===== src/rtl/btr_pkg.sv =====
// Shared types and constants for the bitmap text renderer.
// Used by btr_ctrl, btr_datapath and the bitmap_text_renderer top level.
// No dependencies.
`default_nettype none

package btr_pkg;

  // Glyph geometry that does not vary.
  localparam int GLYPH_W     = 8;
  localparam int GLYPH_SHIFT = 3;

  // Row counters are sized for the tallest supported glyph (32 rows).
  localparam int ROW_CNT_W = 6;

  localparam int COLOR_W = 32;

  localparam logic [7:0] NEWLINE_CODE = 8'd10;

  // Operation codes of an input transaction.
  localparam logic [1:0] OP_DRAW    = 2'd0;
  localparam logic [1:0] OP_LOAD    = 2'd1;
  localparam logic [1:0] OP_RESTART = 2'd2;
  localparam logic [1:0] OP_UNUSED  = 2'd3;

  // Configuration register indexes.
  localparam logic [1:0] CFG_TEXT_COLUMNS = 2'd0;
  localparam logic [1:0] CFG_TEXT_ROWS    = 2'd1;
  localparam logic [1:0] CFG_FG_COLOR     = 2'd2;
  localparam logic [1:0] CFG_BG_COLOR     = 2'd3;

  // Configuration reset values.
  localparam logic [7:0]         RST_TEXT_COLUMNS = 8'd80;
  localparam logic [7:0]         RST_TEXT_ROWS    = 8'd40;
  localparam logic [COLOR_W-1:0] RST_FG_COLOR     = 32'hFFFF_FFFF;
  localparam logic [COLOR_W-1:0] RST_BG_COLOR     = 32'h0000_0000;

  typedef enum logic {
    ST_IDLE,
    ST_RUN
  } state_t;

  // Commands from the controller to the datapath.
  typedef struct packed {
    logic                 accept;
    logic                 rd_en;
    logic                 load;
    logic                 done;
    logic [ROW_CNT_W-1:0] rd_row;
    logic [ROW_CNT_W-1:0] emit_row;
  } ctl_cmd_t;

  // Status from the datapath to the controller.
  typedef struct packed {
    logic draw_go;
  } dp_stat_t;

endpackage

`default_nettype wire


===== src/rtl/btr_ctrl.sv =====
// Controller for the bitmap text renderer: state machine, glyph row counters
// and the output valid flag. Depends on btr_pkg.
`default_nettype none

module btr_ctrl #(
  parameter int GLYPH_HEIGHT = 12
) (
  input  wire logic              clk,
  input  wire logic              rst_n,
  input  wire logic              in_valid,
  output logic                   in_ready,
  output logic                   out_valid,
  input  wire logic              out_ready,
  input  wire btr_pkg::dp_stat_t stat,
  output btr_pkg::ctl_cmd_t      cmd
);
  import btr_pkg::*;

  localparam logic [ROW_CNT_W-1:0] ROWS_V = ROW_CNT_W'(GLYPH_HEIGHT);
  localparam logic [ROW_CNT_W-1:0] LAST_V = ROW_CNT_W'(GLYPH_HEIGHT - 1);

  state_t               state_r, state_nxt;
  logic [ROW_CNT_W-1:0] rd_row_r, rd_row_nxt;
  logic [ROW_CNT_W-1:0] emit_row_r, emit_row_nxt;
  logic                 data_valid_r, data_valid_nxt;
  logic                 out_valid_r, out_valid_nxt;

  logic in_fire;
  logic load;
  logic rd_en;
  logic done;

  // Next state.
  always_comb begin
    state_nxt = state_r;
    unique case (state_r)
      ST_IDLE: begin
        if (in_fire && stat.draw_go) begin
          state_nxt = ST_RUN;
        end
      end
      ST_RUN: begin
        if (done) begin
          state_nxt = ST_IDLE;
        end
      end
    endcase
  end

  // Outputs and commands. A read row moves to the output register when the
  // register is free or being emptied; the next read is issued in the same
  // cycle, so one row leaves per cycle unless the output stalls.
  always_comb begin
    in_ready = (state_r == ST_IDLE);
    in_fire  = in_valid && in_ready;
    load     = (state_r == ST_RUN) && data_valid_r && (!out_valid_r || out_ready);
    rd_en    = (state_r == ST_RUN) && (rd_row_r != ROWS_V) && (!data_valid_r || load);
    done     = load && (emit_row_r == LAST_V);

    cmd.accept   = in_fire;
    cmd.rd_en    = rd_en;
    cmd.load     = load;
    cmd.done     = done;
    cmd.rd_row   = rd_row_r;
    cmd.emit_row = emit_row_r;

    out_valid = out_valid_r;
  end

  // Row counters, read data flag and output valid flag.
  always_comb begin
    rd_row_nxt     = rd_row_r;
    emit_row_nxt   = emit_row_r;
    data_valid_nxt = data_valid_r;
    out_valid_nxt  = out_valid_r;

    if (in_fire) begin
      rd_row_nxt   = '0;
      emit_row_nxt = '0;
    end else begin
      if (rd_en) begin
        rd_row_nxt = rd_row_r + 1'b1;
      end
      if (load) begin
        emit_row_nxt = emit_row_r + 1'b1;
      end
    end

    if (rd_en) begin
      data_valid_nxt = 1'b1;
    end else if (load) begin
      data_valid_nxt = 1'b0;
    end

    if (load) begin
      out_valid_nxt = 1'b1;
    end else if (out_ready) begin
      out_valid_nxt = 1'b0;
    end
  end

  always_ff @(posedge clk) begin
    if (!rst_n) begin
      state_r      <= ST_IDLE;
      rd_row_r     <= '0;
      emit_row_r   <= '0;
      data_valid_r <= 1'b0;
      out_valid_r  <= 1'b0;
    end else begin
      state_r      <= state_nxt;
      rd_row_r     <= rd_row_nxt;
      emit_row_r   <= emit_row_nxt;
      data_valid_r <= data_valid_nxt;
      out_valid_r  <= out_valid_nxt;
    end
  end

  // The read counter never runs past the glyph height.
  a_rd_row_bound: assert property (@(posedge clk) disable iff (!rst_n)
    rd_row_r <= ROWS_V)
    else $error("glyph read counter beyond glyph height");

  // While drawing, reads lead emitted rows by exactly the row held in read data.
  a_rows_in_step: assert property (@(posedge clk) disable iff (!rst_n)
    (state_r == ST_RUN) |-> (rd_row_r == ROW_CNT_W'(emit_row_r + data_valid_r)))
    else $error("read and emit row counters out of step");

  // The last row of a character returns to idle with that row on the output.
  a_done_idle: assert property (@(posedge clk) disable iff (!rst_n)
    done |=> (state_r == ST_IDLE) && out_valid_r)
    else $error("last glyph row did not return to idle with output valid");

  // No stale glyph row is held while idle.
  a_idle_clean: assert property (@(posedge clk) disable iff (!rst_n)
    (state_r == ST_IDLE) |-> !data_valid_r)
    else $error("read data flagged valid while idle");

endmodule

`default_nettype wire


===== config.mk =====
export PLATFORM = sky130hd
export DESIGN_NAME = btr_ctrl
export DESIGN_NICKNAME = d
export VERILOG_FILES = /design/src/rtl/btr_pkg.sv /design/src/rtl/btr_ctrl.sv
export SDC_FILE = /design/constraint.sdc
export NUM_CORES = 1
export LEC_CHECK = 0
export BUFFER_PORTS_ARGS = -buffer_cell sky130_fd_sc_hd__buf_2
export CORE_MARGIN = 2
export CORE_UTILIZATION = 52
export CTS_BUF_LIST = sky130_fd_sc_hd__clkbuf_16
export DETAILED_ROUTE_END_ITERATION = 16
export HOLD_SLACK_MARGIN = 0.03
export PLACE_DENSITY = 0.8
export SYNTH_ARGS = -nofsm -noshare
export SYNTH_HDL_FRONTEND = slang
export SYNTH_SLANG_ARGS = --single-unit

===== constraint.sdc =====
create_clock -name clk -period 3.4 [get_ports clk]
set_input_delay 0.85 -clock clk [delete_from_list [all_inputs] [get_ports clk]]
set_output_delay 0.85 -clock clk [all_outputs]
set_load 0.01 [all_outputs]

==> impl_metrics.toml <==
[yosys]
synth.distinct_cells = 29
ys_seq_area_frac = 0.374
synth_seq_cells = 15
synthesis.nets = 98
synth.yosys.warnings = 0
synthMuxAreaShare = 0.0125
yosys.area_share.adder = 0.0467
synthCells = 90
syn_avg_cell_area_um2 = 8.93
synth_top_family_by_area = "simple AND/OR/NAND/NOR gates"
synthesis.area_um2 = 803
yosys.area_share.simple = 0.290
synthXorXnorAreaFrac = 0.0981
synth_compound_area_frac = 0.0857

[worst_hold_path]
whs_endpoint = "data_valid_r"
min_from = "data_valid_r"
min_path_type = "reg2reg"
whs_path_depth = 2

[power_and_ir_drop]
p_seq_frac = 0.423
switching_share = 0.203
power_frac_clock = 0.510
leakage_nw = 0.398
switching_power_mw = 0.0885
p_int_mw = 0.347
cellPowerDensity_nw_per_um2 = 454
power_frac_comb = 0.067
peakVddDrop_mv = 0.277

[die]
die_height_um = 43.3
rows = 14
io_pins = 23
dieArea_um2 = 1880
coreArea_um2 = 1470
initial_core_util = 0.546
die_w_um = 43.3

[flow_run]
drv_cap = 0

[timing]
rsz0062_at_grt = "false"
relSlewSlack = 0.762
fin_skew_ns = 0.000716
slew_viol_final = 0
finalCritPeriodShare = 0.740
worstMarginPinSlew_ns = 0.354
min_period_ns = 2.52
max_freq_mhz = 398
finalHoldViolCount = 0
setup_violations = 0
fin_setup_tns_ns = 0

[layout]
final_common_cell = "buf_2"
area_growth_pct = 19.5
nFillCells = 129
nets = 119
layout_common_cells = "buf_2 (22), dfxtp_1 (15), nor2_1 (12), nand2_1 (11), xnor2_1 (9)"
drive_gt1_frac = 0.282
layout.area.seq_um2 = 300
multi_input_area_um2 = 428
diodes = 0
instances_no_fill = 126

[worst_setup_path]
reg2reg_from = "rd_row_r[0]"
r2r_cells = 6
critPathKind = "in2out"
rrSetupSlack_ns = 1.81
critPathRequiredTime_ns = 2.55
cp.arrival_ns = 1.67
start_kind = "input pin"
r2r_end = "rd_row_r[4]"
crit_path_end_kind = "primary output"
worst-path-max-fanout = 9

[detailed_routing]
dr.pass1.iters = 4
drc = 0
totalWireLength_mm = 1.63
wl_per_cell_um = 13.0
drtIter0Drc = 15
vias = 696
ant_nets = 0
avgViaCountPerCell = 5.52

[status]
status = "finished, final reports clean"

[placed_design]
hpwl_mm = 1.15
io_buffers = 22
place_inst = 122
gp_congestion = 0.800

[global_routing]
grt_first_pass_wirelength_mm = 2.74
grt_pass1_vias = 631
grt-ovfl-total = 0
grt_start_max_net_pins = 14
grt.total_usage = 0.197
grt_antenna_before_repair = 0

[cts]
cts_setup_buffers = 0
cts_buffers = 3
ctsHoldBuffers = 0
cts_buffer_depth = 2
cts_tree = "yes"
cts_resized = 0
cts-root-buf = "clkbuf_16"
cts_num_sinks = 15
h-tree-depth = 1
cts.clk_slew.worst_paths_ns = 0.05
clock_latency_ns = 0.24
[power by group through the flow]
| stage | registers, mW | logic [mW] | clock network, mW |
|---|---|---|---|
| floorplan | 0.186 | 0.0265 | 0 |
| global placement | 0.187 | 0.0283 | 0 |
| detailed placement | 0.188 | 0.0288 | 0 |
| CTS | 0.184 | 0.0291 | 0.228 |
| global route | 0.185 | 0.0323 | 0.233 |
| finish | 0.184 | 0.0290 | 0.222 |
[Yosys cell counts, drive strengths merged]
library cell | count | area share
a211o | 1 | 0.011
a211oi | 2 | 0.034
a21boi | 1 | 0.0093
a21oi | 2 | 0.012
and3b | 1 | 0.016
and4bb | 1 | 0.020
buf | 6 | 0.058
clkbuf | 1 | 0.017
dfxtp | 15 | 0.37
ha | 3 | 0.047
inv | 4 | 0.019
mux2i | 1 | 0.012
nand2 | 11 | 0.051
nand3 | 2 | 0.012
nand4 | 1 | 0.0078
nand4b | 1 | 0.011
nor2 | 12 | 0.056
nor2b | 3 | 0.023
nor3 | 2 | 0.012
nor3b | 2 | 0.019
nor4 | 3 | 0.023
nor4b | 1 | 0.019
o21ai | 3 | 0.019
or2b | 1 | 0.011
or3 | 1 | 0.0078
xnor2 | 9 | 0.098
[cell type report]
class	instances	share of cell area
clock inverters	1	0.00391
clock buffers	3	0.0782
repair buffers	23	0.123
well taps	16	0.0209
multi-input cells	64	0.446
flip-flops and latches	15	0.313
inverters	4	0.0156
[worst max-delay path: stages]
cell	delay (ns)
buf_2	0.09
nor2b_1	0.04
buf_4	0.16
nor4_1	0.34
buf_2	0.19
[metal layers]
metal  part of all wire  global-route usage  vias up
met5                  0                   0        -
met4              0.021               0.115        0
met3              0.065              0.0468        5
met2               0.46               0.284       28
met1               0.45               0.267      324
li1                   -                   -      339
[per-stage QoR]
step	instance area [um^2]	total power, mW	hold WS, ns	utilization	setup slack (ns)
after floorplan	803	0.212	0.484	-	1.04
after global placement	881	0.216	0.501	0.599	0.909
after detailed placement	881	0.216	0.524	0.599	0.870
after CTS	960	0.441	0.536	0.652	0.869
after global routing	960	0.450	0.574	0.652	0.842
final	960	0.436	0.539	0.652	0.885
[kinds of logic after synthesis]
group,count (synthesis)
xor gates and xnor gates,9
DFF,15
and+or+nand+nor,42
adders and majority gates,3
buffers and inverters,11
AOI/OAI and AO/OA,9
muxes,1
[how the worst max path moves through the flow]
stage | from | endpoint | slack (ns) | cells past startpoint
4_1_cts | out_ready | cmd[12] | 0.87 | 5
3_5_place_dp | out_ready | cmd[12] | 0.87 | 5
5_1_grt | out_ready | cmd[12] | 0.84 | 5
2_1_floorplan | out_ready | cmd[12] | 1.04 | 4
6_report | out_ready | cmd[12] | 0.88 | 5
3_3_place_gp | out_ready | cmd[12] | 0.91 | 5
[registers in the layout, summed over array words and instances, names as in the netlist]
register / cells
out_valid: 1
emit_row_r: 6
data_valid_r: 1
rd_row_r: 6
state_r: 1
No activity file was read; power rests on OpenSTA's default activity.
